<file path="config.mk">
export PLATFORM = sky130hd
export DESIGN_NAME = utf8_script_classifier_core
export DESIGN_NICKNAME = d
export VERILOG_FILES = /design/src/sv/usc_pkg.sv /design/src/sv/usc_fifo.sv /design/src/sv/usc_front.sv /design/src/sv/usc_back.sv /design/src/sv/utf8_script_classifier_core.sv
export SDC_FILE = /design/constraint.sdc
export NUM_CORES = 1
export LEC_CHECK = 0
export BUFFER_PORTS_ARGS = -buffer_cell sky130_fd_sc_hd__clkbuf_2
export CAP_MARGIN = 20
export CORE_ASPECT_RATIO = 0.75
export CORE_MARGIN = 8
export CORE_UTILIZATION = 29
export CTS_BUF_LIST = sky130_fd_sc_hd__clkbuf_16
export DETAILED_ROUTE_END_ITERATION = 6
export PLACE_DENSITY = 0.44
export SYNTH_ARGS = -nofsm -noshare
export SYNTH_HDL_FRONTEND = slang
export SYNTH_SLANG_ARGS = --single-unit
</file>
<file path="constraint.sdc">
create_clock -name clk -period 7.9 [get_ports clk]
set_input_delay 0.395 -clock clk [delete_from_list [all_inputs] [get_ports clk]]
set_output_delay 0.395 -clock clk [all_outputs]
set_load 0.005 [all_outputs]
</file>
<file path="src/sv/usc_pkg.sv">
package usc_pkg;

    // Script classes that own a counter, in the order the winner search visits them.
    localparam int NUM_CLASSES = 5;
    localparam int CLS_CYR     = 0;
    localparam int CLS_LAT     = 1;
    localparam int CLS_ARA     = 2;
    localparam int CLS_CJK     = 3;
    localparam int CLS_DEV     = 4;

    // Width of a decoded code point.
    localparam int CP_W = 21;

    typedef logic [CP_W-1:0]        cp_t;
    typedef logic [NUM_CLASSES-1:0] class_vec_t;

    // Script codes that the block reports.
    typedef enum logic [2:0] {
        SCRIPT_LATIN      = 3'd0,
        SCRIPT_CYRILLIC   = 3'd1,
        SCRIPT_ARABIC     = 3'd2,
        SCRIPT_CJK        = 3'd3,
        SCRIPT_DEVANAGARI = 3'd4,
        SCRIPT_TURKMEN    = 3'd5
    } script_t;

    // Sequence lengths given by a lead byte.
    localparam logic [2:0] SEQ_LEN_1 = 3'd1;
    localparam logic [2:0] SEQ_LEN_2 = 3'd2;
    localparam logic [2:0] SEQ_LEN_3 = 3'd3;
    localparam logic [2:0] SEQ_LEN_4 = 3'd4;

    // Code point ranges of the counted scripts.
    localparam cp_t CYR_LO     = 21'h000400;
    localparam cp_t CYR_HI     = 21'h0004FF;
    localparam cp_t UPPER_LO   = 21'h000041;
    localparam cp_t UPPER_HI   = 21'h00005A;
    localparam cp_t LOWER_LO   = 21'h000061;
    localparam cp_t LOWER_HI   = 21'h00007A;
    localparam cp_t ARA_LO     = 21'h000600;
    localparam cp_t ARA_HI     = 21'h0006FF;
    localparam cp_t HAN_LO     = 21'h004E00;
    localparam cp_t HAN_HI     = 21'h009FFF;
    localparam cp_t KANA_LO    = 21'h003040;
    localparam cp_t KANA_HI    = 21'h0030FF;
    localparam cp_t HANGUL_LO  = 21'h00AC00;
    localparam cp_t HANGUL_HI  = 21'h00D7AF;
    localparam cp_t DEV_LO     = 21'h000900;
    localparam cp_t DEV_HI     = 21'h00097F;

    // Letters that mark Turkmen text.
    localparam cp_t TK_A_UML_LO  = 21'h0000E4;
    localparam cp_t TK_A_UML_UP  = 21'h0000C4;
    localparam cp_t TK_Z_CAR_LO  = 21'h00017E;
    localparam cp_t TK_Z_CAR_UP  = 21'h00017D;
    localparam cp_t TK_N_CAR_LO  = 21'h000148;
    localparam cp_t TK_N_CAR_UP  = 21'h000147;
    localparam cp_t TK_S_CED_LO  = 21'h00015F;
    localparam cp_t TK_S_CED_UP  = 21'h00015E;
    localparam cp_t TK_Y_ACU_LO  = 21'h0000FD;
    localparam cp_t TK_Y_ACU_UP  = 21'h0000DD;

    // One item passed from the decoder to the counters.
    typedef struct packed {
        logic [NUM_CLASSES-1:0][1:0] inc;
        logic                        turkmen;
        logic                        last;
    } usc_event_t;

    localparam int EVENT_W = $bits(usc_event_t);

    // Total length of the sequence opened by a lead byte; one if it is no multi-byte lead.
    function automatic logic [2:0] seq_len(input logic [7:0] b);
        logic [2:0] len;
        begin
            len = SEQ_LEN_1;
            if (b[7:5] == 3'b110)
            begin
                len = SEQ_LEN_2;
            end
            else if (b[7:4] == 4'b1110)
            begin
                len = SEQ_LEN_3;
            end
            else if (b[7:3] == 5'b11110)
            begin
                len = SEQ_LEN_4;
            end
            return len;
        end
    endfunction

    // One-hot class of a code point, or all zero when it counts toward nothing.
    function automatic class_vec_t cp_class(input cp_t cp);
        class_vec_t cls;
        begin
            cls = '0;
            if (cp >= CYR_LO && cp <= CYR_HI)
            begin
                cls[CLS_CYR] = 1'b1;
            end
            else if ((cp >= UPPER_LO && cp <= UPPER_HI) || (cp >= LOWER_LO && cp <= LOWER_HI))
            begin
                cls[CLS_LAT] = 1'b1;
            end
            else if (cp >= ARA_LO && cp <= ARA_HI)
            begin
                cls[CLS_ARA] = 1'b1;
            end
            else if ((cp >= HAN_LO && cp <= HAN_HI) || (cp >= KANA_LO && cp <= KANA_HI) ||
                     (cp >= HANGUL_LO && cp <= HANGUL_HI))
            begin
                cls[CLS_CJK] = 1'b1;
            end
            else if (cp >= DEV_LO && cp <= DEV_HI)
            begin
                cls[CLS_DEV] = 1'b1;
            end
            return cls;
        end
    endfunction

    // True for any of the Turkmen marker letters.
    function automatic logic is_turkmen(input cp_t cp);
        begin
            return (cp == TK_A_UML_LO) || (cp == TK_A_UML_UP) ||
                   (cp == TK_Z_CAR_LO) || (cp == TK_Z_CAR_UP) ||
                   (cp == TK_N_CAR_LO) || (cp == TK_N_CAR_UP) ||
                   (cp == TK_S_CED_LO) || (cp == TK_S_CED_UP) ||
                   (cp == TK_Y_ACU_LO) || (cp == TK_Y_ACU_UP);
        end
    endfunction

endpackage

</file>
<file path="src/sv/usc_fifo.sv">
module usc_fifo #(
    parameter int WIDTH = 8,
    parameter int DEPTH = 4
) (
    input  logic                             clk,
    input  logic                             rst_n,
    input  logic                             push,
    input  logic [WIDTH-1:0]                 wr_data,
    output logic                             full,
    input  logic                             pop,
    output logic [WIDTH-1:0]                 rd_data,
    output logic                             empty,
    output logic [$clog2(DEPTH+1)-1:0]       count
);

    localparam int PTR_W = (DEPTH > 1) ? $clog2(DEPTH) : 1;
    localparam int CNT_W = $clog2(DEPTH + 1);

    logic [WIDTH-1:0] mem_reg [DEPTH];
    logic [PTR_W-1:0] wr_ptr_reg;
    logic [PTR_W-1:0] wr_ptr_next;
    logic [PTR_W-1:0] rd_ptr_reg;
    logic [PTR_W-1:0] rd_ptr_next;
    logic [CNT_W-1:0] count_reg;
    logic [CNT_W-1:0] count_next;
    logic             do_push;
    logic             do_pop;

    // Status flags and the head of the queue.
    assign full    = (count_reg == CNT_W'(DEPTH));
    assign empty   = (count_reg == '0);
    assign count   = count_reg;
    assign rd_data = mem_reg[rd_ptr_reg];
    assign do_push = push && !full;
    assign do_pop  = pop && !empty;

    // Pointer and occupancy update with wrap at the queue depth.
    always_comb
    begin
        wr_ptr_next = wr_ptr_reg;
        rd_ptr_next = rd_ptr_reg;
        count_next  = count_reg;
        if (do_push)
        begin
            wr_ptr_next = (wr_ptr_reg == PTR_W'(DEPTH - 1)) ? '0 : wr_ptr_reg + 1'b1;
        end
        if (do_pop)
        begin
            rd_ptr_next = (rd_ptr_reg == PTR_W'(DEPTH - 1)) ? '0 : rd_ptr_reg + 1'b1;
        end
        if (do_push && !do_pop)
        begin
            count_next = count_reg + 1'b1;
        end
        else if (do_pop && !do_push)
        begin
            count_next = count_reg - 1'b1;
        end
    end

    always_ff @(posedge clk or negedge rst_n)
    begin
        if (!rst_n)
        begin
            wr_ptr_reg <= '0;
            rd_ptr_reg <= '0;
            count_reg  <= '0;
        end
        else
        begin
            wr_ptr_reg <= wr_ptr_next;
            rd_ptr_reg <= rd_ptr_next;
            count_reg  <= count_next;
        end
    end

    // Storage needs no reset.
    always_ff @(posedge clk)
    begin
        if (do_push)
        begin
            mem_reg[wr_ptr_reg] <= wr_data;
        end
    end

    // The surrounding logic never pushes into a full queue.
    assert property (@(posedge clk) disable iff (!rst_n) push |-> !full)
        else $error("usc_fifo: push while full");

    // The surrounding logic never pops an empty queue.
    assert property (@(posedge clk) disable iff (!rst_n) pop |-> !empty)
        else $error("usc_fifo: pop while empty");

endmodule

</file>
<file path="src/sv/usc_front.sv">
module usc_front
    import usc_pkg::*;
(
    input  logic       clk,
    input  logic       rst_n,
    input  logic       in_valid,
    input  logic [7:0] text_byte,
    input  logic       is_last,
    output logic       evt_push,
    output usc_event_t evt
);

    logic [1:0]  bse_reg;
    logic [1:0]  bse_next;
    logic [1:0]  stored_reg;
    logic [1:0]  stored_next;
    cp_t         partial_reg;
    cp_t         partial_next;
    logic [7:0]  pend1_reg;
    logic [7:0]  pend1_next;
    logic [7:0]  pend2_reg;
    logic [7:0]  pend2_next;

    logic [2:0]  lead_len;
    cp_t         cpa;
    logic        cpa_v;
    cp_t         cpx;
    logic        cpx_v;
    cp_t         cpy;
    logic        cpy_v;
    class_vec_t  clsx;
    class_vec_t  clsy;

    assign lead_len = seq_len(text_byte);

    // Byte decode: start, extend or close a sequence, and replay a truncated tail.
    always_comb
    begin
        bse_next     = bse_reg;
        stored_next  = stored_reg;
        partial_next = partial_reg;
        pend1_next   = pend1_reg;
        pend2_next   = pend2_reg;
        cpa          = '0;
        cpa_v        = 1'b0;
        cpx          = '0;
        cpx_v        = 1'b0;
        cpy          = '0;
        cpy_v        = 1'b0;

        if (bse_reg == 2'd0)
        begin
            if (!text_byte[7])
            begin
                cpa   = CP_W'(text_byte);
                cpa_v = 1'b1;
            end
            else if (lead_len != SEQ_LEN_1)
            begin
                bse_next     = 2'(lead_len - 3'd1);
                stored_next  = 2'd1;
                partial_next = CP_W'(text_byte & (8'h7F >> lead_len));
            end
        end
        else
        begin
            partial_next = {partial_reg[CP_W-7:0], text_byte[5:0]};
            bse_next     = bse_reg - 2'd1;
            stored_next  = stored_reg + 2'd1;
            if (stored_reg == 2'd1)
            begin
                pend1_next = text_byte;
            end
            if (stored_reg == 2'd2)
            begin
                pend2_next = text_byte;
            end
            if (bse_next == 2'd0)
            begin
                cpa         = partial_next;
                cpa_v       = 1'b1;
                stored_next = 2'd0;
            end
        end

        cpx   = cpa;
        cpx_v = cpa_v;

        // A string that ends inside a sequence drops the lead and decodes what followed it.
        if (is_last && bse_next != 2'd0 && stored_next != 2'd1)
        begin
            cpx_v = 1'b0;
            if (stored_next == 2'd2)
            begin
                if (!pend1_next[7])
                begin
                    cpx   = CP_W'(pend1_next);
                    cpx_v = 1'b1;
                end
            end
            else
            begin
                if (!pend1_next[7])
                begin
                    cpx   = CP_W'(pend1_next);
                    cpx_v = 1'b1;
                    if (!pend2_next[7])
                    begin
                        cpy   = CP_W'(pend2_next);
                        cpy_v = 1'b1;
                    end
                end
                else if (seq_len(pend1_next) == SEQ_LEN_2)
                begin
                    cpx   = CP_W'({pend1_next[4:0], pend2_next[5:0]});
                    cpx_v = 1'b1;
                end
                else if (!pend2_next[7])
                begin
                    cpy   = CP_W'(pend2_next);
                    cpy_v = 1'b1;
                end
            end
        end

        // The string's end returns the decoder to its idle state.
        if (is_last)
        begin
            bse_next     = 2'd0;
            stored_next  = 2'd0;
            partial_next = '0;
        end
    end

    // Per-class increments for the up to two code points of this item.
    always_comb
    begin
        clsx = cpx_v ? cp_class(cpx) : '0;
        clsy = cpy_v ? cp_class(cpy) : '0;
        for (int c = 0; c < NUM_CLASSES; c++)
        begin
            evt.inc[c] = {1'b0, clsx[c]} + {1'b0, clsy[c]};
        end
        evt.turkmen = (cpx_v && is_turkmen(cpx)) || (cpy_v && is_turkmen(cpy));
        evt.last    = is_last;
    end

    assign evt_push = in_valid;

    always_ff @(posedge clk or negedge rst_n)
    begin
        if (!rst_n)
        begin
            bse_reg     <= 2'd0;
            stored_reg  <= 2'd0;
            partial_reg <= '0;
        end
        else if (in_valid)
        begin
            bse_reg     <= bse_next;
            stored_reg  <= stored_next;
            partial_reg <= partial_next;
        end
    end

    // Bytes held for a possible tail replay need no reset.
    always_ff @(posedge clk)
    begin
        if (in_valid)
        begin
            pend1_reg <= pend1_next;
            pend2_reg <= pend2_next;
        end
    end

    // A sequence is open exactly when its lead and maybe more bytes are stored.
    assert property (@(posedge clk) disable iff (!rst_n)
                     (bse_reg == 2'd0) == (stored_reg == 2'd0))
        else $error("usc_front: open sequence and stored count disagree");

endmodule

</file>
<file path="src/sv/usc_back.sv">
module usc_back
    import usc_pkg::*;
#(
    parameter int COUNT_BITS = 16,
    parameter int RES_DEPTH  = 8
) (
    input  logic                             clk,
    input  logic                             rst_n,
    input  logic                             evt_valid,
    input  usc_event_t                       evt,
    output logic                             evt_pop,
    input  logic [$clog2(RES_DEPTH+1)-1:0]   res_count,
    output logic                             res_push,
    output script_t                          res_code
);

    localparam int RES_CNT_W = $clog2(RES_DEPTH + 1);
    localparam logic [COUNT_BITS-1:0] COUNT_MAX = {COUNT_BITS{1'b1}};

    logic [COUNT_BITS-1:0] count_reg [NUM_CLASSES];
    logic [COUNT_BITS-1:0] count_sat [NUM_CLASSES];
    logic                  turk_reg;
    logic                  turk_new;

    // Snapshot of the final counts of one string.
    logic                  snap_v_reg;
    logic [COUNT_BITS-1:0] snap_count_reg [NUM_CLASSES];
    logic                  snap_turk_reg;

    // First compare stage: two pairwise winners.
    logic                  t1_v_reg;
    logic [COUNT_BITS-1:0] a_val_reg;
    script_t               a_code_reg;
    logic [COUNT_BITS-1:0] b_val_reg;
    script_t               b_code_reg;
    logic [COUNT_BITS-1:0] t1_dev_reg;
    logic                  t1_turk_reg;

    // Second compare stage: winner of the first four classes.
    logic                  t2_v_reg;
    logic [COUNT_BITS-1:0] w_val_reg;
    script_t               w_code_reg;
    logic [COUNT_BITS-1:0] t2_dev_reg;
    logic                  t2_turk_reg;

    logic [1:0]            in_flight;
    logic [RES_CNT_W:0]    committed;

    // Accept an item only while the result queue has room for every string in flight.
    always_comb
    begin
        in_flight = 2'(snap_v_reg) + 2'(t1_v_reg);
        in_flight = in_flight + 2'(t2_v_reg);
        committed = (RES_CNT_W + 1)'(res_count) + (RES_CNT_W + 1)'(in_flight);
        evt_pop   = evt_valid && (committed < (RES_CNT_W + 1)'(RES_DEPTH));
    end

    // Saturating counter update.
    always_comb
    begin
        logic [COUNT_BITS:0] sum;
        for (int c = 0; c < NUM_CLASSES; c++)
        begin
            sum          = {1'b0, count_reg[c]} + (COUNT_BITS + 1)'(evt.inc[c]);
            count_sat[c] = sum[COUNT_BITS] ? COUNT_MAX : sum[COUNT_BITS-1:0];
        end
        turk_new = turk_reg || evt.turkmen;
    end

    always_ff @(posedge clk or negedge rst_n)
    begin
        if (!rst_n)
        begin
            for (int c = 0; c < NUM_CLASSES; c++)
            begin
                count_reg[c] <= '0;
            end
            turk_reg   <= 1'b0;
            snap_v_reg <= 1'b0;
            t1_v_reg   <= 1'b0;
            t2_v_reg   <= 1'b0;
        end
        else
        begin
            if (evt_pop)
            begin
                for (int c = 0; c < NUM_CLASSES; c++)
                begin
                    count_reg[c] <= evt.last ? '0 : count_sat[c];
                end
                turk_reg <= evt.last ? 1'b0 : turk_new;
            end
            snap_v_reg <= evt_pop && evt.last;
            t1_v_reg   <= snap_v_reg;
            t2_v_reg   <= t1_v_reg;
        end
    end

    // Winner search pipeline; a later class wins only when strictly greater.
    always_ff @(posedge clk)
    begin
        if (evt_pop && evt.last)
        begin
            for (int c = 0; c < NUM_CLASSES; c++)
            begin
                snap_count_reg[c] <= count_sat[c];
            end
            snap_turk_reg <= turk_new;
        end

        if (snap_count_reg[CLS_LAT] > snap_count_reg[CLS_CYR])
        begin
            a_val_reg  <= snap_count_reg[CLS_LAT];
            a_code_reg <= SCRIPT_LATIN;
        end
        else
        begin
            a_val_reg  <= snap_count_reg[CLS_CYR];
            a_code_reg <= SCRIPT_CYRILLIC;
        end
        if (snap_count_reg[CLS_CJK] > snap_count_reg[CLS_ARA])
        begin
            b_val_reg  <= snap_count_reg[CLS_CJK];
            b_code_reg <= SCRIPT_CJK;
        end
        else
        begin
            b_val_reg  <= snap_count_reg[CLS_ARA];
            b_code_reg <= SCRIPT_ARABIC;
        end
        t1_dev_reg  <= snap_count_reg[CLS_DEV];
        t1_turk_reg <= snap_turk_reg;

        if (b_val_reg > a_val_reg)
        begin
            w_val_reg  <= b_val_reg;
            w_code_reg <= b_code_reg;
        end
        else
        begin
            w_val_reg  <= a_val_reg;
            w_code_reg <= a_code_reg;
        end
        t2_dev_reg  <= t1_dev_reg;
        t2_turk_reg <= t1_turk_reg;
    end

    // Final pick: Turkmen overrides, a string with no counted code point reads as Latin.
    always_comb
    begin
        if (t2_turk_reg)
        begin
            res_code = SCRIPT_TURKMEN;
        end
        else if (t2_dev_reg > w_val_reg)
        begin
            res_code = SCRIPT_DEVANAGARI;
        end
        else if (w_val_reg == '0)
        begin
            res_code = SCRIPT_LATIN;
        end
        else
        begin
            res_code = w_code_reg;
        end
    end

    assign res_push = t2_v_reg;

    // The end of a string leaves every counter and the Turkmen flag cleared.
    assert property (@(posedge clk) disable iff (!rst_n)
                     (evt_pop && evt.last) |=>
                     (count_reg[CLS_CYR] == '0 && count_reg[CLS_LAT] == '0 &&
                      count_reg[CLS_ARA] == '0 && count_reg[CLS_CJK] == '0 &&
                      count_reg[CLS_DEV] == '0 && !turk_reg))
        else $error("usc_back: state not cleared after end of string");

    // Every finished result finds a free slot in the result queue.
    assert property (@(posedge clk) disable iff (!rst_n)
                     res_push |-> (res_count < RES_CNT_W'(RES_DEPTH)))
        else $error("usc_back: result queue has no room for a finished result");

endmodule

</file>
<file path="src/sv/utf8_script_classifier_core.sv">
// UTF-8 script classifier. Bytes of a string enter one per cycle through a queue-style
// port (push/full), unless full holds them off, and are decoded leniently as UTF-8; each
// code point bumps a saturating counter for Cyrillic, ASCII Latin, Arabic, CJK/kana/Hangul
// or Devanagari, and any Turkmen marker letter forces the Turkmen code. The byte flagged
// is_last yields one script code on the result queue (empty/pop); no other byte yields a
// result. The sustained rate is one byte per cycle while the item queue has room, set by
// the decoder's sequence state, which updates once per byte. A decoder stage feeds an
// item queue, and the counter stage drains it while the result queue has room; a string's
// result passes through a count snapshot and two compare stages of the winner search.
module utf8_script_classifier_core
    import usc_pkg::*;
#(
    parameter int COUNT_BITS = 16,
    parameter int EVT_DEPTH  = 4,
    parameter int RES_DEPTH  = 8
) (
    input  logic       clk,
    input  logic       rst_n,
    input  logic       push,
    output logic       full,
    input  logic [7:0] text_byte,
    input  logic       is_last,
    output logic       empty,
    input  logic       pop,
    output logic [2:0] script_code
);

    logic                               in_valid;
    logic                               evt_push;
    usc_event_t                         evt_in;
    usc_event_t                         evt_head;
    logic [EVENT_W-1:0]                 evt_rd_data;
    logic                               evt_empty;
    logic                               evt_pop;
    logic [$clog2(EVT_DEPTH+1)-1:0]     evt_count;
    logic [$clog2(RES_DEPTH+1)-1:0]     res_count;
    logic                               res_full;
    logic                               res_push;
    script_t                            res_code;
    logic                               res_pop;

    // An item is taken whenever it is pushed and the item queue has room.
    assign in_valid = push && !full;
    assign res_pop  = pop && !empty;
    assign evt_head = evt_rd_data;

    usc_front u_front (
        .clk       (clk),
        .rst_n     (rst_n),
        .in_valid  (in_valid),
        .text_byte (text_byte),
        .is_last   (is_last),
        .evt_push  (evt_push),
        .evt       (evt_in)
    );

    usc_fifo #(
        .WIDTH (EVENT_W),
        .DEPTH (EVT_DEPTH)
    ) u_evt_fifo (
        .clk     (clk),
        .rst_n   (rst_n),
        .push    (evt_push),
        .wr_data (evt_in),
        .full    (full),
        .pop     (evt_pop),
        .rd_data (evt_rd_data),
        .empty   (evt_empty),
        .count   (evt_count)
    );

    usc_back #(
        .COUNT_BITS (COUNT_BITS),
        .RES_DEPTH  (RES_DEPTH)
    ) u_back (
        .clk       (clk),
        .rst_n     (rst_n),
        .evt_valid (!evt_empty),
        .evt       (evt_head),
        .evt_pop   (evt_pop),
        .res_count (res_count),
        .res_push  (res_push),
        .res_code  (res_code)
    );

    usc_fifo #(
        .WIDTH (3),
        .DEPTH (RES_DEPTH)
    ) u_res_fifo (
        .clk     (clk),
        .rst_n   (rst_n),
        .push    (res_push),
        .wr_data (res_code),
        .full    (res_full),
        .pop     (res_pop),
        .rd_data (script_code),
        .empty   (empty),
        .count   (res_count)
    );

    // The item queue's fill level agrees with its flag, and a finished result never meets
    // a full result queue.
    assert property (@(posedge clk) disable iff (!rst_n)
                     (evt_empty == (evt_count == '0)) && !(res_push && res_full))
        else $error("utf8_script_classifier_core: queue flags disagree");

endmodule

</file>
== Word level (Yosys, flattened, before mapping) ==
Memories as Yosys holds them, arrays and structs flattened. A register that Yosys moved wholly into a read port is not among the register bits.
Index checks and enable logic that the tools add are counted.

* Shifts and indexed selects: 1
* Equal/unequal tests: 40
* Multipliers: 0
* $lt $le $gt $ge: 37
* Div/mod/pow operators: 0
* Bitwise logic cells: 1
* $add $sub $neg: 24
* Muxes and demuxes: 106
* Reductions and logical operators: 75

{| class="wikitable"
|+ Operators by type and width
! kind !! number
|-
| $eq A21 B9 Y1 const B || 12
|-
| $mux W21 || 11
|-
| $mux W16 || 13
|-
| $eq A21 B8 Y1 const B || 8
|-
| $add A16 B2 Y17 || 5
|-
| $ge A21 B11 Y1 const B || 4
|-
| $ge A21 B7 Y1 const B || 4
|-
| $le A21 B11 Y1 const B || 4
|-
| $le A21 B16 Y1 const B || 4
|-
| $le A21 B7 Y1 const B || 4
|-
| $gt A16 B16 Y1 || 4
|-
| $mux W15 || 4
|-
| $mux W3 || 18
|-
| $ge A21 B12 Y1 const B || 2
|-
| $ge A21 B14 Y1 const B || 2
|-
| $ge A21 B15 Y1 const B || 2
|-
| $ge A21 B16 Y1 const B || 2
|-
| $le A21 B12 Y1 const B || 2
|-
| $le A21 B14 Y1 const B || 2
|-
| $mux W1 || 34
|-
| $logic_and A1 B1 Y1 || 32
|-
| $mux W8 || 4
|-
| $mux W2 || 14
|-
| $logic_or A1 B1 Y1 || 26
|-
| 31 further kinds || 67
|}

* Flip-flop bits (word level): 209
* Logic and storage cells: 317
* Output and inout port bits: 5
* Memory bits (read-only): 0
* Memory bits (writable): 152
* Input port bits: 13
* Latch bits: 0
* Memories: 3

{| class="wikitable"
|+ Memories
! name !! words !! bits a word !! rd ports !! clocked after Yosys merged registers in !! wr ports !! RTL line !! RTL
|-
| u_back.snap_count_reg || 5 || 16 || 5 || 1 || 5 || usc_back.sv:27 || <nowiki>logic [COUNT_BITS-1:0] snap_count_reg [NUM_CLASSES];</nowiki>
|-
| u_evt_fifo.mem_reg || 4 || 12 || 1 || 0 || 1 || usc_fifo.sv:19 || <nowiki>logic [WIDTH-1:0] mem_reg [DEPTH];</nowiki>
|-
| u_res_fifo.mem_reg || 8 || 3 || 1 || 0 || 1 || usc_fifo.sv:19 ||
|}

== Longest topological paths before layout ==
* Depth after elaboration: 29
* Gate-level depth with buffers: 14
* Mapped depth without buffers: 12

== Hierarchy ==
Synthesis repeated with hierarchy kept, for this count alone.

* Cells, all modules: 1702
* Area, all modules: 18945.7 µm²

{| class="wikitable"
|+ Modules (own cells, without submodules)
! module !! instances !! cells each !! seq. area each (µm²) !! area an instance (µm²)
|-
| usc_back || 1 || 1184 || 6256.0 || 12381.9
|-
| usc_front || 1 || 316 || 955.9 || 2731.4
|-
| usc_fifo at u_evt_fifo || 1 || 100 || 1616.6 || 2195.9
|-
| usc_fifo at u_res_fifo || 1 || 99 || 970.9 || 1605.3
|-
| utf8_script_classifier_core || 1 || 3 || 0.0 || 31.3
|}

== Worst setup path after synthesis ==
OpenSTA, ideal clock, no wires.

* Path type: register to register
* From: register u_res_fifo.count_reg[0] (netlist: u_res_fifo.count[0])
* To: memory u_back.snap_count_reg[0][0], enable pin
* Cell stages (with the launch flop): 9
* Clock period less this slack: 6.581 ns
* Slack: 1.319 ns
* Data arrival time: 6.057 ns
* Data required time: 7.376 ns
* Path through: dfrtp_1 > fa_1 > ha_1 > a31o_2 > a211oi_1 > clkinv_1 > clkbuf_1 > clkbuf_1 > nor2_1

{| class="wikitable"
|+ RTL lines
! item !! RTL line !! RTL
|-
| from (decl) || usc_fifo.sv:24 || <nowiki>logic [CNT_W-1:0] count_reg;</nowiki>
|-
| from (signal assigned) || usc_fifo.sv:73 || <nowiki>count_reg <= count_next;</nowiki>
|-
| to (decl) || usc_back.sv:27 ||
|}

==> results.txt <==
Synthesis produced a netlist with a net count of 1,542. By instance count, the leading cell after synthesis is sky130_fd_sc_hd__edfxtp_1. The worst setup path is captured at a flip-flop.

The startpoint of the worst register-to-register path is u_res_fifo.count[0]. After routing, the total negative slack on setup checks comes to 0 ns. For this run, the detailed router's first-pass iteration total came to 4. The actual transition at the worst max-transition pin came out at 0.9597 ns. The post-route netlist has 13.02% of its cells at a drive strength greater than 1. After clock tree synthesis, the clock-pin slew on the worst setup and hold paths is 0.05 ns. The synthesized design contains 359 register bits. Once the clock tree was built, the resizer swapped 0 gates to a different size. Setup repair after global routing left no endpoint under its margin. The routed length per placed instance came out at 17.24 microns. The critical path in this run is classified as reg2reg. The startpoint of the worst hold path was text_byte[1]. Async set-or-reset flop fraction in the synthesized netlist: 33.43%. Initial DRC count: 805. In this run the number of H-tree levels came out at 2.

Once layout is done, the placed cells without fillers occupy 0.01905 sq mm. Yosys attributes the largest share of cell area to sky130_fd_sc_hd__edfxtp_1, sky130_fd_sc_hd__dfrtp_1, sky130_fd_sc_hd__dfxtp_1. For the number of warnings printed during yosys synthesis, the log shows 0. The floorplan has 76 rows. Of the post-synthesis cell area, the dominant cell type holds 27.34%. The via count of the first global-routing pass is 10,930. Max-cap violations in this run came to 0.

The area of the placeable core is 0.05734 sq mm, and the overall routed net length is 39,000 microns. A synthesized cell averages 11.75 sq um. Measured along the y axis, the die boundary spans 224.5 microns.

The horizontal die dimension is 294.0 microns. The number of clock sinks seen by CTS is 359. The run gives 0 as the number of hold violations in the final report. The logs give 41 for the CTS buffer count and 11.97% for the overall global routing resource usage. Of the total power, the clock network draws 25.4%.

Cell internal power was estimated by the tool at 4.562 mW. The clock period could shrink to 4.310 ns. The worst pin sits at a relative slew slack of 35.12%.

The flow ran to the end, and the final reports show no timing, DRC or antenna violations. Number of antenna violations at the first check in global routing: 1. Setup violations remaining at the end of the flow were counted as 0.

The placer's final routability congestion estimate is 0.8089, and the number of flops mapped to enable cells by yosys is 153. For the met3 track utilization from global routing, the log shows 2.000%. The clock passes through at most 3 buffers.

Summing all placed instances gives a cell area of 0.01777 sq mm. The detail route stage leaves a number of antenna-violating nets equal to 0. The analysis attributes to net switching a power of 2.442 mW. The min-delay analysis places its worst path in the category in2reg. At the worst endpoint, the required time is 8.08 ns. The largest fanout of any net on the critical path was 51; the combinational share of power was 32.5%. In the global route stage, met1 resource usage came out at 18.98%. The tools report the critical path launch point type as a flip-flop. The commonest cells after synthesis are sky130_fd_sc_hd__edfxtp_1, sky130_fd_sc_hd__dfrtp_1, sky130_fd_sc_hd__nand2_1. The placed wire-length estimate after detailed placement came out at 27,250 microns. The largest total area in the synthesized netlist belongs to sky130_fd_sc_hd__edfxtp_1. The run gives 1,431 as the synthesized instance count. The clock root buffer was sky130_fd_sc_hd__clkbuf_16. The final critical path takes up 54.56% of the cycle. The switching share of power was 34.87%; the post-detailed-route DRC marker count was 0. The run gives 29.31% as the effective utilization at floorplan. The most used routing layer in global routing is met1. OpenSTA, run right after detailed placement, puts the worst setup slack at 3.396 ns. The first global-routing pass estimated 63,440 microns of wire. The area added between synthesis and finish came out at 13.32%. Once layout is complete, the utilization of the core stands at 33.22%.

The setup check on the worst reg-to-reg path leaves a slack of 3.59 ns. The netlist area before placement was 0.01681 sq mm; the clock skew after layout was 0.02186 ns. The tools report the source of the critical timing path as u_res_fifo.count[0]. The arrival time at the worst endpoint was 4.49 ns; the number of vias in the routed layout was 10,930. Counting distinct cell types in the post-synthesis netlist gives 74. The logs give 55.45% for the portion of the post-synthesis area used by sequential elements and 16.35% for the met2 usage.

The worst supply voltage drop on vdd is 168.9 uV, and the fmax is 232.0 MHz. Entering global routing, the biggest net connects 74 pins. TritonCTS built the clock tree. 0 antenna diodes ended up in the layout. For this design the static power due to leakage is 8.063 nW. After detailed routing, the number of vias per cell comes to 4.830.

In the final design database the tool counted 1,561 nets. The tools report the max-slew violation count as 0. The number of primary I/O pins is 18, and the register share of total power is 42.1%.

For the leftover overflow at the end of global routing, the log shows 0. The primary flip-flop cell chosen by synthesis mapping was sky130_fd_sc_hd__edfxtp_1. The die area is 0.06600 sq mm, and the worst path setup slack after routing is 3.590 ns.

For the worst-skew pair, the clock arrives at the later sink with an insertion delay of 0.55 ns. Buffers placed on the I/O ports in this run total 17. For this design the ratio of total power to cell area is 367.7 mW/mm^2.
## layer usage
layer / vias up / wire (microns)
met5: - / 0
met4: 0 / 781
met3: 55 / 1452
met2: 194 / 15400
met1: 5388 / 21370
li1: 5288 / -
## critical path: stages, from the launching register on
cell	delay, ns
sky130_fd_sc_hd__dfrtp_1	0.47
sky130_fd_sc_hd__fa_1	0.46
sky130_fd_sc_hd__ha_1	0.28
sky130_fd_sc_hd__a31o_2	0.26
sky130_fd_sc_hd__a211oi_4	0.22
sky130_fd_sc_hd__buf_4	0.30
sky130_fd_sc_hd__inv_2	0.35
sky130_fd_sc_hd__nor2_4	0.85
sky130_fd_sc_hd__buf_4	0.69
## power groups by stage
stage,logic (mW),clock network [mW],registers [mW]
floorplan,1.66,0,2.83
global placement,2.29,0,2.99
detailed placement,2.30,0,2.99
CTS,2.31,1.85,2.96
global route,2.59,1.92,3.03
finish,2.27,1.78,2.95
## stage by stage
step	hold slack, ns	cells	total power [mW]
2_1_floorplan	0.09941	1431	4.487
6_report	0.1423	2262	7.004
4_1_cts	0.1221	2260	7.125
3_3_place_gp	0.3123	2184	5.283
5_1_grt	0.1461	2262	7.543
3_5_place_dp	0.3121	2184	5.289
## layout make-up
| class | count | area [sq um] |
|---|---|---|
| Fill cell | 5702 | 38290 |
| Sequential cell | 359 | 9319 |
| Multi-Input combinational cell | 919 | 6927 |
| Clock buffer | 42 | 1051 |
| Tap cell | 780 | 975.9 |
| Inverter | 97 | 364.1 |
| Timing Repair Buffer | 32 | 214.0 |
| Clock inverter | 33 | 195.2 |
## final timing paths
path,cells past startpoint,endpoint
max in group asynchronous,3,u_back.count_reg[62]
setup reg to reg,8,u_back.snap_count_reg[3][12]
hold / removal,2,u_front.partial_reg[1]
min in group asynchronous,2,u_front.partial_reg[2]
hold reg to reg,0,u_back.t2_dev_reg[6]
setup / recovery,8,u_back.snap_count_reg[3][12]
## what timing repair did
action	in CTS	in global routing
setup buffers	0	0
hold buffers	1	0
hold endpoints to repair	72	0
## layout by cell type, fill, tap and decap left out, types with 5 or more instances in the layout
cell	n
sky130_fd_sc_hd__inv_1	109
sky130_fd_sc_hd__xor2_1	22
sky130_fd_sc_hd__and3_1	21
sky130_fd_sc_hd__a21oi_1	69
sky130_fd_sc_hd__dfrtp_1	120
sky130_fd_sc_hd__or4_1	5
sky130_fd_sc_hd__or3_1	6
sky130_fd_sc_hd__o21ai_0	40
sky130_fd_sc_hd__xnor2_1	32
sky130_fd_sc_hd__nor2b_1	12
sky130_fd_sc_hd__nor4_1	11
sky130_fd_sc_hd__nor3_1	23
sky130_fd_sc_hd__clkbuf_2	16
sky130_fd_sc_hd__and2_1	13
sky130_fd_sc_hd__clkinv_1	12
sky130_fd_sc_hd__nand3_1	38
sky130_fd_sc_hd__nand2_1	110
sky130_fd_sc_hd__and4_1	11
sky130_fd_sc_hd__dfxtp_1	86
sky130_fd_sc_hd__mux2i_1	8
sky130_fd_sc_hd__nor2_1	70
sky130_fd_sc_hd__mux4_2	13
sky130_fd_sc_hd__a21o_1	15
sky130_fd_sc_hd__clkbuf_16	42
sky130_fd_sc_hd__ha_1	94
sky130_fd_sc_hd__edfxtp_1	153
sky130_fd_sc_hd__mux2_2	72
sky130_fd_sc_hd__o21a_1	15
sky130_fd_sc_hd__or2_2	6
sky130_fd_sc_hd__a22o_1	68
sky130_fd_sc_hd__a31oi_1	18
sky130_fd_sc_hd__nand4_1	24
sky130_fd_sc_hd__nand2b_1	20
sky130_fd_sc_hd__o22a_1	11
sky130_fd_sc_hd__clkinv_2	5
sky130_fd_sc_hd__buf_4	12
## kinds of logic after synthesis
kind of cell / Yosys count / share of synthesized area [%]
compound gates: 288 / 12.07
xor+xnor: 54 / 2.814
fa+ha+maj: 98 / 7.474
buf+inv: 153 / 3.566
flops: 359 / 55.45
mux: 93 / 7.042
simple gates: 386 / 11.59
No activity file was read; power rests on OpenSTA's default activity.
